[src/hdl/pursuit_velocity_controller_core_assert.svh]
// assertion macros for the pursuit velocity controller
`ifndef PURSUIT_VELOCITY_CONTROLLER_CORE_ASSERT_SVH
`define PURSUIT_VELOCITY_CONTROLLER_CORE_ASSERT_SVH
`ifndef SYNTHESIS
`define PVC_ASSERT_IMPL(lbl, ante, cons) \
    lbl: assert property (@(posedge clk) disable iff (!rst_n) (ante) |-> (cons)) \
        else $error("assertion failed");
`define PVC_ASSERT_NEXT(lbl, ante, cons) \
    lbl: assert property (@(posedge clk) disable iff (!rst_n) (ante) |=> (cons)) \
        else $error("assertion failed");
`else
`define PVC_ASSERT_IMPL(lbl, ante, cons)
`define PVC_ASSERT_NEXT(lbl, ante, cons)
`endif
`endif

[src/hdl/pvc_pkg.sv]
// shared types, constants and tables for the pursuit velocity controller
`timescale 1ns / 1ps
package pvc_pkg;
    localparam int XY_W       = 33;
    localparam int Z_W        = 24;
    localparam int ATAN_IDX_W = 5;
    localparam int CFG_IDX_W  = 3;
    localparam int CFG_DATA_W = 17;
    localparam int YAW_W      = 19;
    localparam int DIST_W     = 21;
    localparam int MAG_W      = 31;
    localparam int CORDIC_STEPS_DEF = 16;

    localparam logic signed [Z_W-1:0] ANG_PI = 24'sd3294199;
    localparam logic [29:0] INV_K = 30'd652032874;

    localparam logic [CFG_IDX_W-1:0] REG_GAIN_YAW      = 3'd0;
    localparam logic [CFG_IDX_W-1:0] REG_GAIN_DISTANCE = 3'd1;
    localparam logic [CFG_IDX_W-1:0] REG_MAX_LINEAR    = 3'd2;
    localparam logic [CFG_IDX_W-1:0] REG_MAX_ANGULAR   = 3'd3;
    localparam logic [CFG_IDX_W-1:0] REG_UPPER_THRESH  = 3'd4;
    localparam logic [CFG_IDX_W-1:0] REG_LOWER_THRESH  = 3'd5;
    localparam logic [CFG_IDX_W-1:0] REG_SLOW_FACTOR   = 3'd6;

    localparam logic [15:0] RST_GAIN_YAW      = 16'd11469;
    localparam logic [15:0] RST_GAIN_DISTANCE = 16'd11469;
    localparam logic [16:0] RST_MAX_LINEAR    = 17'd2048;
    localparam logic [16:0] RST_MAX_ANGULAR   = 17'd4096;
    localparam logic [16:0] RST_UPPER_THRESH  = 17'd614;
    localparam logic [16:0] RST_LOWER_THRESH  = 17'd410;
    localparam logic [15:0] RST_SLOW_FACTOR   = 16'd32768;

    typedef struct packed {
        logic [15:0] gain_yaw;
        logic [15:0] gain_distance;
        logic [16:0] max_linear;
        logic [16:0] max_angular;
        logic [16:0] upper_threshold;
        logic [16:0] lower_threshold;
        logic [15:0] slow_factor;
    } cfg_t;

    // pre-rotated cordic start vector
    typedef struct packed {
        logic signed [XY_W-1:0] x;
        logic signed [XY_W-1:0] y;
        logic signed [Z_W-1:0]  z;
    } item_t;

    typedef struct packed {
        logic valid;
        logic ready;
    } hs_t;

    function automatic logic [Z_W-1:0] atan_lookup(input logic [ATAN_IDX_W-1:0] idx);
        logic [Z_W-1:0] r;
        unique case (idx)
            5'd0:  r = 24'd823550;
            5'd1:  r = 24'd486170;
            5'd2:  r = 24'd256879;
            5'd3:  r = 24'd130396;
            5'd4:  r = 24'd65451;
            5'd5:  r = 24'd32757;
            5'd6:  r = 24'd16383;
            5'd7:  r = 24'd8192;
            5'd8:  r = 24'd4096;
            5'd9:  r = 24'd2048;
            5'd10: r = 24'd1024;
            5'd11: r = 24'd512;
            5'd12: r = 24'd256;
            5'd13: r = 24'd128;
            5'd14: r = 24'd64;
            5'd15: r = 24'd32;
            5'd16: r = 24'd16;
            5'd17: r = 24'd8;
            5'd18: r = 24'd4;
            5'd19: r = 24'd2;
            5'd20: r = 24'd1;
            default: r = '0;
        endcase
        return r;
    endfunction
endpackage

[src/hdl/pvc_if.sv]


interface pvc_out_if;
    logic               valid;
    logic               ready;
    logic signed [17:0] angular_rate;
    logic [16:0]        linear_speed;
    modport source (output valid, angular_rate, linear_speed, input ready);
    modport sink (input valid, angular_rate, linear_speed, output ready);
endinterface

[src/hdl/pvc_back.sv]
// back end: iterative cordic, gain scaling, band decision and output register
`timescale 1ns / 1ps
`include "pursuit_velocity_controller_core_assert.svh"
module pvc_back #(
    parameter int CORDIC_STEPS = pvc_pkg::CORDIC_STEPS_DEF
) (
    input  logic           clk,
    input  logic           rst_n,
    input  pvc_pkg::cfg_t  cfg,
    input  logic           q_valid,
    input  pvc_pkg::item_t pop_item,
    output logic           pop,
    pvc_out_if.source      out_ch
);
    import pvc_pkg::*;

    localparam int CNT_W = $clog2(CORDIC_STEPS);
    localparam logic [CNT_W-1:0] LAST = CNT_W'(CORDIC_STEPS - 1);

    localparam logic [2:0] ST_IDLE = 3'd0;
    localparam logic [2:0] ST_ITER = 3'd1;
    localparam logic [2:0] ST_MAG  = 3'd2;
    localparam logic [2:0] ST_DIST = 3'd3;
    localparam logic [2:0] ST_SLOW = 3'd4;
    localparam logic [2:0] ST_OUT  = 3'd5;

    logic [2:0]             state_reg, state_next;
    logic [CNT_W-1:0]       cnt_reg, cnt_next;
    logic signed [XY_W-1:0] x_reg, x_next, y_reg, y_next;
    logic signed [Z_W-1:0]  z_reg, z_next;
    logic [MAG_W-1:0]       mag_reg, mag_next;
    logic signed [YAW_W-1:0] yaw_reg, yaw_next;
    logic [DIST_W-1:0]      dist_reg, dist_next;
    logic [16:0]            slow_reg, slow_next;
    logic                   out_valid_reg, out_valid_next;
    logic signed [17:0]     ang_reg, ang_next;
    logic [16:0]            lin_reg, lin_next;

    logic signed [XY_W-1:0] xs, ys;
    logic [Z_W-1:0]         atan_val;
    logic [MAG_W-1:0]       x_pos;
    logic [60:0]            mag_prod;
    logic signed [40:0]     yaw_prod;
    logic [46:0]            dist_prod;
    logic [33:0]            slow_prod;
    logic                   load_out;
    logic                   band_pursuit, band_slow;
    logic signed [YAW_W-1:0] max_ang_s;
    logic [DIST_W-1:0]      up_ext, lo_ext;

    assign xs       = x_reg >>> cnt_reg;
    assign ys       = y_reg >>> cnt_reg;
    assign atan_val = atan_lookup(ATAN_IDX_W'(cnt_reg));
    assign x_pos    = x_reg[XY_W-1] ? '0 : x_reg[MAG_W-1:0];
    assign mag_prod = 61'(x_pos) * 61'(INV_K);
    assign yaw_prod = 41'(z_reg) * $signed({24'b0, cfg.gain_yaw}) + 41'sd2097152;
    assign dist_prod = 47'(mag_reg) * 47'(cfg.gain_distance) + 47'd33554432;
    assign slow_prod = 34'(dist_reg[16:0]) * 34'(cfg.slow_factor) + 34'd32768;

    assign up_ext    = DIST_W'(cfg.upper_threshold);
    assign lo_ext    = DIST_W'(cfg.lower_threshold);
    assign max_ang_s = $signed(YAW_W'(cfg.max_angular));
    assign band_pursuit = dist_reg > up_ext;
    assign band_slow    = (dist_reg < up_ext) && (dist_reg > lo_ext);

    assign pop      = (state_reg == ST_IDLE) && q_valid;
    assign load_out = (state_reg == ST_OUT) && (!out_valid_reg || out_ch.ready);

    assign out_ch.valid        = out_valid_reg;
    assign out_ch.angular_rate = ang_reg;
    assign out_ch.linear_speed = lin_reg;

    always_comb
    begin
        state_next = state_reg;
        cnt_next   = cnt_reg;
        x_next     = x_reg;
        y_next     = y_reg;
        z_next     = z_reg;
        mag_next   = mag_reg;
        yaw_next   = yaw_reg;
        dist_next  = dist_reg;
        slow_next  = slow_reg;
        ang_next   = ang_reg;
        lin_next   = lin_reg;
        out_valid_next = out_valid_reg && !out_ch.ready;
        unique case (state_reg)
            ST_IDLE:
            begin
                if (q_valid)
                begin
                    x_next     = pop_item.x;
                    y_next     = pop_item.y;
                    z_next     = pop_item.z;
                    cnt_next   = '0;
                    state_next = ST_ITER;
                end
            end
            ST_ITER:
            begin
                if (y_reg[XY_W-1])
                begin
                    x_next = x_reg - ys;
                    y_next = y_reg + xs;
                    z_next = z_reg - $signed(atan_val);
                end
                else
                begin
                    x_next = x_reg + ys;
                    y_next = y_reg - xs;
                    z_next = z_reg + $signed(atan_val);
                end
                cnt_next = cnt_reg + 1'b1;
                if (cnt_reg == LAST)
                begin
                    state_next = ST_MAG;
                end
            end
            ST_MAG:
            begin
                mag_next   = mag_prod[60:30];
                yaw_next   = yaw_prod[40:22];
                state_next = ST_DIST;
            end
            ST_DIST:
            begin
                dist_next  = dist_prod[46:26];
                state_next = ST_SLOW;
            end
            ST_SLOW:
            begin
                slow_next  = slow_prod[32:16];
                state_next = ST_OUT;
            end
            ST_OUT:
            begin
                if (load_out)
                begin
                    out_valid_next = 1'b1;
                    priority if (band_pursuit)
                    begin
                        // angular capped from above only
                        ang_next = (yaw_reg < max_ang_s) ? yaw_reg[17:0] : max_ang_s[17:0];
                        lin_next = (dist_reg < DIST_W'(cfg.max_linear)) ?
                                   dist_reg[16:0] : cfg.max_linear;
                    end
                    else if (band_slow)
                    begin
                        ang_next = yaw_reg[17:0];
                        lin_next = slow_reg;
                    end
                    else
                    begin
                        ang_next = '0;
                        lin_next = '0;
                    end
                    state_next = ST_IDLE;
                end
            end
            default:
            begin
                state_next = ST_IDLE;
            end
        endcase
    end

    always_ff @(posedge clk or negedge rst_n)
    begin
        if (!rst_n)
        begin
            state_reg     <= ST_IDLE;
            cnt_reg       <= '0;
            out_valid_reg <= 1'b0;
        end
        else
        begin
            state_reg     <= state_next;
            cnt_reg       <= cnt_next;
            out_valid_reg <= out_valid_next;
        end
    end

    always_ff @(posedge clk)
    begin
        x_reg    <= x_next;
        y_reg    <= y_next;
        z_reg    <= z_next;
        mag_reg  <= mag_next;
        yaw_reg  <= yaw_next;
        dist_reg <= dist_next;
        slow_reg <= slow_next;
        ang_reg  <= ang_next;
        lin_reg  <= lin_next;
    end

    `PVC_ASSERT_IMPL(a_pop_idle, pop, state_reg == ST_IDLE)
    `PVC_ASSERT_IMPL(a_cnt_range, state_reg == ST_ITER, cnt_reg <= LAST)
    `PVC_ASSERT_NEXT(a_out_loaded, load_out, out_valid_reg && state_reg == ST_IDLE)
endmodule

[src/flat_wrapper.sv]
// flat-port wrapper written by rule: the top's interface ports become plain ports
module pvc_back_flat import pvc_pkg::*;
#(
    parameter int CORDIC_STEPS = pvc_pkg::CORDIC_STEPS_DEF
)
  (clk, rst_n, cfg, q_valid, pop_item, pop, out_ch_valid, out_ch_angular_rate, out_ch_linear_speed, out_ch_ready);
  pvc_out_if out_ch_i ();
  input  logic clk;
  input  logic rst_n;
  input  pvc_pkg::cfg_t cfg;
  input  logic q_valid;
  input  pvc_pkg::item_t pop_item;
  output logic pop;
  output wire logic [$bits(out_ch_i.valid)-1:0] out_ch_valid;
  output wire logic [$bits(out_ch_i.angular_rate)-1:0] out_ch_angular_rate;
  output wire logic [$bits(out_ch_i.linear_speed)-1:0] out_ch_linear_speed;
  input wire logic [$bits(out_ch_i.ready)-1:0] out_ch_ready;
  assign out_ch_valid = out_ch_i.valid;
  assign out_ch_angular_rate = out_ch_i.angular_rate;
  assign out_ch_linear_speed = out_ch_i.linear_speed;
  assign out_ch_i.ready = out_ch_ready;
  pvc_back #(.CORDIC_STEPS(CORDIC_STEPS)) u_core (.clk(clk), .rst_n(rst_n), .cfg(cfg), .q_valid(q_valid), .pop_item(pop_item), .pop(pop), .out_ch(out_ch_i));
endmodule
[config.mk]
export PLATFORM = sky130hd
export DESIGN_NAME = pvc_back_flat
export DESIGN_NICKNAME = d
export VERILOG_FILES = /design/src/hdl/pvc_pkg.sv /design/src/hdl/pvc_if.sv /design/src/hdl/pvc_back.sv /design/src/flat_wrapper.sv
export VERILOG_INCLUDE_DIRS = /design/src /design/src/hdl
export SDC_FILE = /design/constraint.sdc
export NUM_CORES = 2
export LEC_CHECK = 0
export BUFFER_PORTS_ARGS = -buffer_cell sky130_fd_sc_hd__buf_4
export CAP_MARGIN = 20
export CORE_MARGIN = 5
export CORE_UTILIZATION = 29
export CTS_CLUSTER_DIAMETER = 100
export DETAILED_ROUTE_END_ITERATION = 10
export PLACE_DENSITY = 0.4
export SYNTH_ARGS = -nofsm -noshare
export SYNTH_HDL_FRONTEND = slang
export SYNTH_SLANG_ARGS = --single-unit
[constraint.sdc]
create_clock -name clk -period 10.41 [get_ports clk]
set_input_delay 1.5615 -clock clk [delete_from_list [all_inputs] [get_ports clk]]
set_output_delay 1.5615 -clock clk [all_outputs]
set_load 0.005 [all_outputs]
==> impl_metrics.yaml <==
routing:
  antenna_left: 0
  wire_per_inst_um: 20.5
  drc_errors: 0
  drt_iter0_markers: 2904
  firstDrtPassIters: 6
  viasPerCell: 4.64
  via_count: 52262
  finalWirelength_um: 231000
sta:
  final_hold_viol_count: 0
  setup_viol: 0
  worstMarginPinSlew_ps: 1070
  fin_skew_ps: 64.9
  relSlewSlack: 0.283
  period_needed_ps: 9190
  timing.setup.tns_ps: 0
  slew_violations: 0
  rsz0062_at_grt: "false"
  fmax_ghz: 0.109
  fin_crit_sh: 0.883
cts:
  postCtsHoldBufs: 0
  post_cts_resize_count: 0
  root_buffer: "clkbuf_16"
  cts_tree: "yes"
  numCtsBuffers: 39
  clk_latency_ps: 650
  cts_sinks: 221
  clockBufferDepth: 3
  htreeDepth: 2
  cts_setup_buffers: 0
  clk_pin_slew_worst_paths_ps: 60
floorplanning:
  pin_count: 247
  core_um2: 252000
  die-area_um2: 264000
  die_w_um: 514
  core.rowCount: 184
  die_h_um: 514
  start_util: 0.292
synth:
  synth-seq-area-share: 0.0897
  synth_edf_count: 213
  syn_nets: 10300
  synthArstFlopShare: 0.0362
  synth_area_per_cell_um2: 9.43
  synth_top_area_cell: "fa_1"
  ys_top_cells_by_area: "fa_1 39%, ha_1 15%, inv_1 9.2%, edfxtp_1 8.7%, nand2_1 4.7%"
  yosysUniqueCellTypes: 83
  synth_ff_type: "edfxtp_1"
  synth_cells: 7795
  ys_ff_latch: 221
  syn-cell-area_um2: 73500
  synth_top_area_share: 0.387
  yosys_warnings: 0
setup_path:
  critPathCaptureType: "register"
  reg2regPathDepth: 27
  cp-start-kind: "register"
  rrSetupSlack_ps: 1220
  r2r_start: "u_core.x_reg[32]"
  reg2reg_to: "u_core.mag_reg[30]"
  startpoint: "u_core.x_reg[32]"
  crit_required_ps: 10800
  worstPathArrival_ps: 9580
  worstSetupPathType: "register to register"
  crit_path_max_fanout: 18
  crit_end: "u_core.mag_reg[30]"
finish:
  instances_no_fill: 11254
  final_nets: 10380
  drive_gt1_frac: 0.0677
  area_delta_synth_final_pct: 9.18
global_route:
  grt_pass1_vias: 57923
  gr-usage-met2: 0.292
  grt_max_degree: 67
  grt_util_met1: 0.249
  antenna_found_initial: 5
  top_usage_layer: "met2"
  grt_pass1_wl_um: 358000
  grt_overflow: 0
  met3_usage: 0.0190
  track_usage: 0.176
placed_design:
  numPortBuffers: 246
  hpwlAfterDp_um: 188000
  gp_congestion: 0.871
  place_inst: 11182
worst_hold_path:
  hold_class: "register to register"
flow_run:
  cap_violations: 0
run_status:
  outcome: "completed"
## per-layer routing
layer  vias to the layer above  routed length (µm)
li1                      24341                   -
met1                     26770              109000
met2                       977              108000
met3                       174                8720
met4                         0                4700
met5                         -                   0
## cell usage in the layout, fill, tap and decap left out, types with 17 or more instances in the layout
cell	n
mux2i_1	62
ha_1	875
a211oi_1	23
nor2b_1	53
a21oi_1	228
nor2_1	161
fa_1	1420
o21bai_1	20
nand2b_1	58
xnor2_1	148
nor3_1	43
nand3_1	58
xor2_1	121
inv_1	1794
and2_1	518
a21o_1	114
o211ai_1	19
and3_1	25
nand4_1	25
o21ai_0	217
o2bb2ai_1	17
o21a_1	37
buf_4	331
a31oi_1	31
mux2_2	31
nand2_1	917
mux4_2	79
a22o_1	19
edfxtp_1	213
clkbuf_16	39
## synthesized netlist by cell type, types with 58 or more instances
cell type,count
a21oi_1,228
edfxtp_1,213
nand3_1,58
and2_1,518
inv_1,1795
nor2_1,162
mux4_2,79
xnor2_1,148
xor2_1,121
nand2b_1,59
mux2i_1,62
fa_1,1420
clkbuf_1,243
nand2_1,918
o21ai_0,218
ha_1,875
a21o_1,114
## worst min-delay path by stage
stage | to | slack (ps) | start | cells past startpoint
after floorplan | u_core.out_ch.linear_speed[0] | 500 | u_core.slow_reg[0] | 1
after global placement | u_core.out_ch.linear_speed[3] | 540 | u_core.slow_reg[3] | 1
after detailed placement | u_core.out_ch.linear_speed[13] | 530 | u_core.slow_reg[13] | 1
after CTS | u_core.out_ch.linear_speed[13] | 550 | u_core.slow_reg[13] | 1
after global routing | u_core.out_ch.linear_speed[13] | 560 | u_core.slow_reg[13] | 1
final | u_core.out_ch.linear_speed[13] | 540 | u_core.slow_reg[13] | 1
## critical path: stages, from the launching register on
cell      delay (ps)
edfxtp_1         730
buf_4            300
nand2b_1         330
inv_1            300
ha_1             450
fa_1             530
inv_1             60
fa_1             570
fa_1             450
fa_1             550
inv_1             60
fa_1             450
fa_1             490
inv_1             50
fa_1             500
inv_1             40
ha_1             280
nand2_1          110
nor2_1           130
o211ai_1         160
nor4_1           480
o21ai_0          220
a21oi_1          660
a41o_1           420
a221oi_1         150
o21bai_1         210
a21oi_1          110
xnor2_1          120
## cell type report
type	instances	area, µm²
Clock inverter	23	254
Fill cell	26455	172000
Sequential cell	221	6610
Timing Repair Buffer	331	2480
Tap cell	3348	4190
Antenna cell	3	7.51
Clock buffer	46	1000
Multi-Input combinational cell	5485	59000
Inverter	1797	6750
## logic make-up after synthesis
family | Yosys count | synth area share
AO/OA/AOI/OAI | 831 | 0.0712
flip-flops | 221 | 0.0897
XOR/XNOR | 269 | 0.0320
AND/OR/NAND/NOR | 1918 | 0.126
buffers and inverters | 2089 | 0.109
multiplexers | 172 | 0.0374
adder cells (fa/ha/maj) | 2295 | 0.535
## per-stage QoR
step                setup WS (ps)  utilization  area [µm²]  hold slack [ps]
detailed placement           1120        0.314       79000              528
global route                  709        0.319       80300              559
CTS                          1140        0.319       80300              546
finish                       1220        0.319       80300              540
floorplan                    2050            -       73500              503
global placement             1210        0.314       79000              542
Power is not shown: default switching activity piles up to over one toggle a cycle in this logic, so the estimate is an artifact.
