--- src/hdl/pursuit_velocity_controller_core_assert.svh ---
// assertion macros for the pursuit velocity controller
`ifndef PURSUIT_VELOCITY_CONTROLLER_CORE_ASSERT_SVH
`define PURSUIT_VELOCITY_CONTROLLER_CORE_ASSERT_SVH
`ifndef SYNTHESIS
`define PVC_ASSERT_IMPL(lbl, ante, cons) \
    lbl: assert property (@(posedge clk) disable iff (!rst_n) (ante) |-> (cons)) \
        else $error("assertion failed");
`define PVC_ASSERT_NEXT(lbl, ante, cons) \
    lbl: assert property (@(posedge clk) disable iff (!rst_n) (ante) |=> (cons)) \
        else $error("assertion failed");
`else
`define PVC_ASSERT_IMPL(lbl, ante, cons)
`define PVC_ASSERT_NEXT(lbl, ante, cons)
`endif
`endif

--- src/hdl/pvc_pkg.sv ---
// shared types, constants and tables for the pursuit velocity controller
`timescale 1ns / 1ps
package pvc_pkg;
    localparam int XY_W       = 33;
    localparam int Z_W        = 24;
    localparam int ATAN_IDX_W = 5;
    localparam int CFG_IDX_W  = 3;
    localparam int CFG_DATA_W = 17;
    localparam int YAW_W      = 19;
    localparam int DIST_W     = 21;
    localparam int MAG_W      = 31;
    localparam int CORDIC_STEPS_DEF = 16;

    localparam logic signed [Z_W-1:0] ANG_PI = 24'sd3294199;
    localparam logic [29:0] INV_K = 30'd652032874;

    localparam logic [CFG_IDX_W-1:0] REG_GAIN_YAW      = 3'd0;
    localparam logic [CFG_IDX_W-1:0] REG_GAIN_DISTANCE = 3'd1;
    localparam logic [CFG_IDX_W-1:0] REG_MAX_LINEAR    = 3'd2;
    localparam logic [CFG_IDX_W-1:0] REG_MAX_ANGULAR   = 3'd3;
    localparam logic [CFG_IDX_W-1:0] REG_UPPER_THRESH  = 3'd4;
    localparam logic [CFG_IDX_W-1:0] REG_LOWER_THRESH  = 3'd5;
    localparam logic [CFG_IDX_W-1:0] REG_SLOW_FACTOR   = 3'd6;

    localparam logic [15:0] RST_GAIN_YAW      = 16'd11469;
    localparam logic [15:0] RST_GAIN_DISTANCE = 16'd11469;
    localparam logic [16:0] RST_MAX_LINEAR    = 17'd2048;
    localparam logic [16:0] RST_MAX_ANGULAR   = 17'd4096;
    localparam logic [16:0] RST_UPPER_THRESH  = 17'd614;
    localparam logic [16:0] RST_LOWER_THRESH  = 17'd410;
    localparam logic [15:0] RST_SLOW_FACTOR   = 16'd32768;

    typedef struct packed {
        logic [15:0] gain_yaw;
        logic [15:0] gain_distance;
        logic [16:0] max_linear;
        logic [16:0] max_angular;
        logic [16:0] upper_threshold;
        logic [16:0] lower_threshold;
        logic [15:0] slow_factor;
    } cfg_t;

    // pre-rotated cordic start vector
    typedef struct packed {
        logic signed [XY_W-1:0] x;
        logic signed [XY_W-1:0] y;
        logic signed [Z_W-1:0]  z;
    } item_t;

    typedef struct packed {
        logic valid;
        logic ready;
    } hs_t;

    function automatic logic [Z_W-1:0] atan_lookup(input logic [ATAN_IDX_W-1:0] idx);
        logic [Z_W-1:0] r;
        unique case (idx)
            5'd0:  r = 24'd823550;
            5'd1:  r = 24'd486170;
            5'd2:  r = 24'd256879;
            5'd3:  r = 24'd130396;
            5'd4:  r = 24'd65451;
            5'd5:  r = 24'd32757;
            5'd6:  r = 24'd16383;
            5'd7:  r = 24'd8192;
            5'd8:  r = 24'd4096;
            5'd9:  r = 24'd2048;
            5'd10: r = 24'd1024;
            5'd11: r = 24'd512;
            5'd12: r = 24'd256;
            5'd13: r = 24'd128;
            5'd14: r = 24'd64;
            5'd15: r = 24'd32;
            5'd16: r = 24'd16;
            5'd17: r = 24'd8;
            5'd18: r = 24'd4;
            5'd19: r = 24'd2;
            5'd20: r = 24'd1;
            default: r = '0;
        endcase
        return r;
    endfunction
endpackage

--- src/hdl/pvc_queue.sv ---
// two-entry queue between front end and cordic back end
`timescale 1ns / 1ps
module pvc_queue (
    input  logic           clk,
    input  logic           rst_n,
    input  logic           push,
    input  pvc_pkg::item_t push_item,
    output logic           q_ready,
    input  logic           pop,
    output logic           q_valid,
    output pvc_pkg::item_t pop_item
);
    import pvc_pkg::*;

    item_t      mem_reg [2];
    logic       wr_ptr_reg, wr_ptr_next;
    logic       rd_ptr_reg, rd_ptr_next;
    logic [1:0] count_reg, count_next;

    assign q_ready  = count_reg != 2'd2;
    assign q_valid  = count_reg != 2'd0;
    assign pop_item = mem_reg[rd_ptr_reg];

    always_comb
    begin
        wr_ptr_next = wr_ptr_reg ^ push;
        rd_ptr_next = rd_ptr_reg ^ pop;
        count_next  = count_reg + {1'b0, push} - {1'b0, pop};
    end

    always_ff @(posedge clk or negedge rst_n)
    begin
        if (!rst_n)
        begin
            wr_ptr_reg <= 1'b0;
            rd_ptr_reg <= 1'b0;
            count_reg  <= 2'd0;
        end
        else
        begin
            wr_ptr_reg <= wr_ptr_next;
            rd_ptr_reg <= rd_ptr_next;
            count_reg  <= count_next;
        end
    end

    always_ff @(posedge clk)
    begin
        if (push)
        begin
            mem_reg[wr_ptr_reg] <= push_item;
        end
    end
endmodule

--- config.mk ---
export PLATFORM = sky130hd
export DESIGN_NAME = pvc_queue
export DESIGN_NICKNAME = d
export VERILOG_FILES = /design/src/hdl/pursuit_velocity_controller_core_assert.svh /design/src/hdl/pvc_pkg.sv /design/src/hdl/pvc_queue.sv
export SDC_FILE = /design/constraint.sdc
export NUM_CORES = 1
export LEC_CHECK = 0
export ABC_AREA = 1
export BUFFER_PORTS_ARGS = -buffer_cell sky130_fd_sc_hd__buf_2
export CORE_MARGIN = 5
export CORE_UTILIZATION = 45
export DETAILED_ROUTE_END_ITERATION = 10
export PLACE_DENSITY = 0.7
export SLEW_MARGIN = 0
export SYNTH_ARGS = -nofsm -noshare
export SYNTH_HDL_FRONTEND = slang
export SYNTH_SLANG_ARGS = --single-unit
--- constraint.sdc ---
create_clock -name clk -period 3.9 [get_ports clk]
set_clock_uncertainty 0.05 [all_clocks]
set_input_delay 0.195 -clock clk [delete_from_list [all_inputs] [get_ports clk]]
set_output_delay 0.195 -clock clk [all_outputs]
set_load 0.005 [all_outputs]
==> metrics.md, run 1 <==
| Metric | Value |
|---|---|
| Pins Over Slew Limit | 0 |
| Startpoint types | flip-flop |
| Crit path time final | 2300 ps |
| H-tree levels | 4 |
| Buf/Inv on CP | 2 |
| Most frequent cells in the layout | buf_2, edfxtp_1, inv_1 |
| Avg WL per Cell | 14.5 µm |
| GRT Util Overall | 16.0% |
| Syn_nets | 592 |
| Setup Crit Path Kind | reg -> out |
| Commonest non-fill, non-tap cell in the layout | buf_2 |
| Part of the cycle the worst path needs | 59.0% |
| Initial core utilization | 46.1% |
| Initial antenna violation count | 0 |
| P per Cell Area | 631 mW/mm² |
| Worst slew margin | 30.4% |
| Worst R2R Path Depth | 3 |
| Clk_lat worst skew | 400 ps |
| CTS buffer count | 17 |
| Root buffer cell | clkbuf_16 |
| Crit. End Element | output port |
| Clk buf depth | 2 |
| Max Cap Viol | 0 |
| Number of global-route vias before repair | 4696 |
| Final setup TNS | 0 ps |
| Mean Syn Cell Area | 14.3 µm² |
| Top fanout value on the critical path | 54 |
| Die H | 135 µm |
| Setup bufs post-CTS | 0 |
| RSZ-0062 raised after global routing | no |
| Die Area | 0.0183 mm² |
| Routability cong. | 0.727 |
| Total Power | 0.00601 W |
| GR Overflow Total | 0 |
| Number of clock sinks | 184 |
| Fin nets | 874 |
| Mapped cell area | 0.00707 mm² |
| Initial drt markers | 313 |
| First-pass GRT wire length | 22.7 mm |
| Row count | 45 |
| Fmax | 435 MHz |
| Area Growth Syn to Fin | 34.8% |
| Vias per inst | 4.50 |
| Yosys cell types | 14 |
| Reg-to-Reg End | mem_reg[0][21] |
| Max reg flops | 180 |
| P_leak | 4.05 nW |
| Worst r2r src | wr_ptr_reg |
| Final Setup Violations | 0 |
| Mapped Cells | 494 |
| Clock slew seen by the registers of the worst setup and hold paths | 60 ps |
| Dpl cell area | 0.00809 mm² |
| Post-cts sizing count | 0 |
| Crit path max-delay cell type | dfrtp_4 |
| CTS Hold Bufs | 92 |
| WP data arrival | 2060 ps |
| Status | complete, no violations |
| Worst min path class | in -> async |
| CTS tree | built |
| I/O pin count | 186 |
| Critical Path RT | 3650 ps |
| CP Cell Sequence | buf_4, nand2_1, o21ai_1, buf_2 |
| CP max stage delay | 700 ps |
| Share of cells above drive strength 1 | 30.8% |
| Post-DP HPWL | 8.95 mm |
| Largest net degree at the start of global routing | 87 |
| Finished Cell Area | 0.00953 mm² |
| Antenna diode count | 0 |
| Chip width | 135 µm |
| TritonRoute pass-1 iters | 4 |
| Worst slew pin tran | 1040 ps |
| Remaining DRCs | 0 |
| Synth Register Bits | 184 |
| Final Hold Fails | 0 |
| Remaining antenna violation count | 0 |
| Synth Warn # | 0 |
| Vias after detailed routing | 4497 |
| Final WL | 14.5 mm |
| Worst vdd rail ir drop | 0.000390 V |
| Worst reg2reg setup slack | 1830 ps |
| CP top delay family | flip-flops |
| Core Area | 0.0153 mm² |
| Sequential area share after synthesis | 77.9% |
| PortBufs | 185 |
==> Yosys cell counts <==
master,count,share of area (%)
o21ai_2,11,1.4
nand2_2,10,0.89
nand2_1,87,4.6
edfxtp_1,180,76
clkbuf_1,3,0.16
buf_2,6,0.42
buf_12,10,2.8
inv_1,97,5.2
ha_1,4,0.71
dfrtp_1,4,1.4
xor2_1,1,0.12
o21ai_1,79,5.6
nand3_1,1,0.071
buf_6,1,0.16
==> power by group <==
part	switching [W]	internal, W	leakage, nW
Sequential	0.000156	0.00263	1.74
Combinational	0.00103	0.000713	2.07
Clock	0.000678	0.000805	0.248
Total	0.00186	0.00415	4.05
==> layout make-up <==
class / count / area (µm²)
well taps: 211 / 264
repair buffers: 283 / 1900
multi-input cells: 193 / 970
fillers: 1208 / 5790
clock inverters: 14 / 85.1
flip-flops and latches: 184 / 5510
clock buffers: 18 / 429
inverters: 97 / 364
==> cells by family after synthesis <==
group	count (synthesis)	share of synthesized area, %
DFF	184	77.9
buffers and inverters	117	8.73
and+or+nand+nor	98	5.58
AOI/OAI and AO/OA	90	6.96
adders and majority gates	4	0.708
xor gates and xnor gates	1	0.124
==> worst reg2reg max path, cell delays in order, from the launching register on <==
cell     delay [ps]
dfrtp_1         400
inv_1           100
ha_4            790
buf_4           430
==> through the flow <==
step	util [%]	std cells	hold slack, ps	setup WS (ps)
floorplan	-	494	-151	842
global placement	52.8	876	-47.0	1860
detailed placement	52.8	876	-44.2	1830
CTS	62.2	1000	40.2	1550
global route	62.2	1000	74.0	1400
finish	62.2	1000	74.9	1600
==> how the worst max path moves through the flow <==
stage          cells after the start             end       start
2_1_floorplan                      2   mem_reg[0][0]  wr_ptr_reg
3_3_place_gp                       3  mem_reg[0][16]  wr_ptr_reg
3_5_place_dp                       3  mem_reg[0][21]  wr_ptr_reg
4_1_cts                            4    pop_item[54]  rd_ptr_reg
5_1_grt                            4    pop_item[49]  rd_ptr_reg
6_report                           4    pop_item[49]  rd_ptr_reg
==> per-layer routing <==
metal | share of wire [%] | track usage, % | up-vias
li1 | - | - | 2228
met5 | 0 | 0 | -
met1 | 40 | 18.6 | 2095
met3 | 6.6 | 4.49 | 21
met4 | 1.5 | 4.93 | 0
met2 | 52 | 28.7 | 153
Note: power is estimated with default switching activity, not from simulation.
==> inputs of run 2 (changes only) <==
clock period = 2.28 ns   (was 3.9 ns; I/O delays follow)
==> metrics.md, run 2 (synthesized netlist as in run 1, its figures left out) <==
| Metric | Value |
|---|---|
| GR Overflow Total | 0 |
| Register area | 0.00551 mm² |
| PortBufs | 185 |
| Max Cap Viol | 0 |
| Clk buf depth | 2 |
| Final setup TNS | 0 ps |
| Crit. End Element | output port |
| Part of the cycle the worst path needs | 87.8% |
| Max reg flops | 180 |
| Worst min path class | in -> reg |
| Routability cong. | 0.728 |
| CTS tree | built |
| Final Setup Violations | 0 |
| P_leak | 4.12 nW |
| I/O pin count | 186 |
| Root buffer cell | clkbuf_16 |
| Number of global-route vias before repair | 4733 |
| Fin nets | 877 |
| GRT Util Overall | 16.2% |
| Sw Pwr | 0.00321 W |
| Area Growth Syn to Fin | 36.9% |
| Fmax | 499 MHz |
| First-pass GRT wire length | 23.2 mm |
| Combinational power share | 28.8% |
| Chip width | 135 µm |
| Worst slew pin tran | 358 ps |
| RSZ-0062 raised after global routing | no |
| Clock slew seen by the registers of the worst setup and hold paths | 70 ps |
| Setup bufs post-CTS | 0 |
| Critical Path RT | 2120 ps |
| Pins Over Slew Limit | 0 |
| Die Area | 0.0183 mm² |
| Flop pwr share | 44.2% |
| Initial core utilization | 46.1% |
| Clk_lat worst skew | 410 ps |
| Die H | 135 µm |
| Number of clock sinks | 184 |
| Top fanout value on the critical path | 71 |
| CTS Hold Bufs | 94 |
| Power Internal | 0.00749 W |
| Largest net degree at the start of global routing | 82 |
| Antenna diode count | 0 |
| Avg WL per Cell | 14.6 µm |
| Remaining antenna violation count | 0 |
| Clk pwr share | 27.0% |
| P per Cell Area | 1110 mW/mm² |
| Most frequent cells in the layout | buf_2, edfxtp_1, inv_1 |
| Final WL | 14.6 mm |
| Worst vdd rail ir drop | 0.000540 V |
| Vias after detailed routing | 4484 |
| Post-cts sizing count | 0 |
| Multi-input gate area | 970 µm² |
| Remaining DRCs | 0 |
| TritonRoute pass-1 iters | 7 |
| Sw frac | 30.0% |
| Post-DP HPWL | 9.20 mm |
| Place WS | 736 ps |
| Startpoint types | flip-flop |
| Setup Crit Path Kind | reg -> out |
| Share of cells above drive strength 1 | 31.0% |
| Crit path time final | 2000 ps |
| Initial antenna violation count | 0 |
| Vias per inst | 4.48 |
| CTS buffer count | 17 |
| Final Hold Slack | 360 ps |
| WP data arrival | 1840 ps |
| Filler cells | 1170 |
| Commonest non-fill, non-tap cell in the layout | buf_2 |
| Row count | 45 |
| H-tree levels | 4 |
| Final Hold Fails | 0 |
| Worst setup margin | 277 ps |
| Status | complete, no violations |
| Initial drt markers | 209 |
| Core Area | 0.0153 mm² |
| Worst slew margin | 76.2% |
## run 2: power by group through the flow
stage / clock network (W) / registers [W] / logic [W]
final: 0.00289 / 0.00473 / 0.00308
after global routing: 0.00311 / 0.00479 / 0.00345
after global placement: 0 / 0.00477 / 0.00291
after floorplan: 0 / 0.00470 / 0.00203
after detailed placement: 0 / 0.00480 / 0.00299
after CTS: 0.00297 / 0.00473 / 0.00313
## run 2: critical path, stage by stage (launching register included)
cell and delay (ps):
dfrtp_4 640, buf_12 350, nand2_1 140, o21ai_1 120, buf_2 140
## run 2: worst paths after layout
path | start | cells after the start | slack [ps] | end
min reg2reg | count_reg[1] | 3 | 570 | count_reg[1]
min in group asynchronous | rst_n | 3 | 580 | count_reg[0]
max | rd_ptr_reg | 4 | 280 | pop_item[36]
max in group asynchronous | rst_n | 3 | 1400 | rd_ptr_reg
max reg2reg | wr_ptr_reg | 2 | 830 | mem_reg[1][22]
min | push_item[55] | 2 | 360 | mem_reg[0][55]
## run 2: layer usage
layer	up-vias	GRT usage, %	wire [µm]
met3	24	4.35	797
met1	2096	18.6	5900
met4	0	6.22	289
li1	2229	-	-
met5	-	0	0
met2	135	29.0	7610
## run 2: cell type report
| cell class | instances | area share, % |
|---|---|---|
| tap | 211 | 2.73 |
| sequential | 184 | 57.0 |
| clock buffer | 19 | 4.48 |
| timing repair buffer | 286 | 20.5 |
| clock inverter | 12 | 1.57 |
| inverter | 97 | 3.76 |
| multi-input combinational | 193 | 10.0 |
## run 2: metrics by stage
step | power (W) | utilization (%) | cell area (µm²) | cells
floorplan | 0.00673 | - | 7070 | 494
global placement | 0.00768 | 53.2 | 8150 | 877
detailed placement | 0.00779 | 53.2 | 8150 | 877
CTS | 0.0108 | 63.2 | 9670 | 1002
global route | 0.0114 | 63.2 | 9670 | 1002
finish | 0.0107 | 63.2 | 9670 | 1002
==> inputs of run 3 (changes only) <==
HOLD_SLACK_MARGIN = 0.02   (was unset)
RECOVER_POWER = 100   (was unset)
==> metrics.md, run 3 (synthesized netlist as in run 1, its figures left out) <==
| Metric | Value |
|---|---|
| Root buffer cell | clkbuf_16 |
| Chip width | 135 µm |
| Commonest non-fill, non-tap cell in the layout | edfxtp_1 |
| Combinational power share | 27.1% |
| Share of cells above drive strength 1 | 15.5% |
| Filler cells | 1253 |
| I/O pin count | 186 |
| Clk pwr share | 27.7% |
| Status | complete, no violations |
| Core Area | 0.0153 mm² |
| Final WL | 14.6 mm |
| Crit path time final | 2040 ps |
| Worst slew pin tran | 866 ps |
| Startpoint types | flip-flop |
| Final Setup Violations | 0 |
| CTS buffer count | 17 |
| First-pass GRT wire length | 23.2 mm |
| TritonRoute pass-1 iters | 4 |
| Post-cts sizing count | 0 |
| PortBufs | 185 |
| Crit path max-delay cell type | clkbuf_4 |
| Most frequent cells in the layout | edfxtp_1, clkbuf_1, inv_1 |
| Die H | 135 µm |
| Row count | 45 |
| P_leak | 3.77 nW |
| Fmax | 490 MHz |
| GRT Util Overall | 16.2% |
| Area Growth Syn to Fin | 33.9% |
| CP top delay family | buffers and inverters |
| Die Area | 0.0183 mm² |
| Antenna diode count | 0 |
| Largest net degree at the start of global routing | 82 |
| Fin nets | 877 |
| Worst R2R Path Depth | 3 |
| Worst min path class | in -> reg |
| P per Cell Area | 1110 mW/mm² |
| Vias per inst | 4.51 |
| Number of cells on the critical path | 3 |
| CP max stage delay | 680 ps |
| Final core occ | 61.8% |
| Routability cong. | 0.728 |
| Final Hold Fails | 0 |
| Clk_lat worst skew | 410 ps |
| Worst vdd rail ir drop | 0.000528 V |
| Avg WL per Cell | 14.5 µm |
| Sw frac | 30.3% |
| WP data arrival | 2040 ps |
| Clk buf depth | 2 |
| CP Cell Sequence | inv_1, ha_1, clkbuf_4 |
| Setup Crit Path Kind | reg -> reg |
| Sw Pwr | 0.00317 W |
| Max Cap Viol | 0 |
| Initial antenna violation count | 0 |
| Initial drt markers | 196 |
| Part of the cycle the worst path needs | 89.5% |
| Number of global-route vias before repair | 4733 |
| Pins Over Slew Limit | 0 |
| RSZ-0062 raised after global routing | no |
| Remaining DRCs | 0 |
| CTS tree | built |
| GR Overflow Total | 0 |
| Power Internal | 0.00730 W |
| Remaining antenna violation count | 0 |
| Max reg flops | 180 |
| Worst slew margin | 42.3% |
| Post-DP HPWL | 9.20 mm |
| Top fanout value on the critical path | 45 |
| H-tree levels | 4 |
| Crit. End Element | flip-flop |
| Number of clock sinks | 184 |
| Initial core utilization | 46.1% |
| Final setup TNS | 0 ps |
| Buf/Inv on CP | 2 |
| Clock slew seen by the registers of the worst setup and hold paths | 70 ps |
| Critical Path RT | 2280 ps |
| Hold path depth | 2 |
| Vias after detailed routing | 4523 |
| Flop pwr share | 45.2% |
[run 3: changes by cell type in the layout (fill, tap and decap cells not counted), sizes merged]
cell and delta:
clkbuf +123, buf -123
[run 3: path summary, 6_finish.rpt]
kind	to	from	slack, ps
setup / recovery	mem_reg[0][85]	wr_ptr_reg	240
hold / removal	mem_reg[0][55]	push_item[55]	360
setup reg to reg	mem_reg[0][85]	wr_ptr_reg	240
hold reg to reg	count_reg[1]	count_reg[1]	570
max in group asynchronous	rd_ptr_reg	rst_n	1400
min in group asynchronous	count_reg[0]	rst_n	580
[run 3: per-stage QoR]
stage / setup slack [ps] / power [W] / hold WS [ps] / cells / cell area, µm²
2_1_floorplan: 183 / 0.00673 / -232 / 494 / 7070
3_3_place_gp: 795 / 0.00768 / -120 / 877 / 8150
3_5_place_dp: 736 / 0.00779 / -115 / 877 / 8150
4_1_cts: 266 / 0.0108 / 340 / 1002 / 9670
5_1_grt: 91.9 / 0.0111 / 352 / 1002 / 9460
6_report: 239 / 0.0105 / 360 / 1002 / 9460
[run 3: area by class of cell]
cell class              instances  area (µm²)  area share [%]
clock buffers                  19         433            4.58
repair buffers                286        1790            19.0
multi-input cells             193         945            9.99
clock inverters                12         151            1.60
well taps                     211         264            2.79
inverters                      97         364            3.85
flip-flops and latches        184        5510            58.2
[run 3: metal layers]
| metal | track usage (%) | part of all wire, % | vias up |
|---|---|---|---|
| met1 | 18.6 | 40 | 2127 |
| met2 | 29.0 | 53 | 137 |
| met4 | 6.22 | 2.1 | 0 |
| li1 | - | - | 2232 |
| met3 | 4.35 | 5.5 | 27 |
| met5 | 0 | 0 | - |
[run 3: power by group through the flow]
| stage | clock (W) | combinational [W] | sequential, W |
|---|---|---|---|
| 2_1_floorplan | 0 | 0.00203 | 0.00470 |
| 3_3_place_gp | 0 | 0.00291 | 0.00477 |
| 3_5_place_dp | 0 | 0.00299 | 0.00480 |
| 4_1_cts | 0.00297 | 0.00313 | 0.00473 |
| 5_1_grt | 0.00311 | 0.00321 | 0.00480 |
| 6_report | 0.00290 | 0.00284 | 0.00473 |
[run 3: repair_timing]
item,4_1_cts,5_1_grt
hold buffers,94,0
buffers inserted,0,0
endpoints found under the hold margin,187,0
endpoints found under the setup margin,0,0
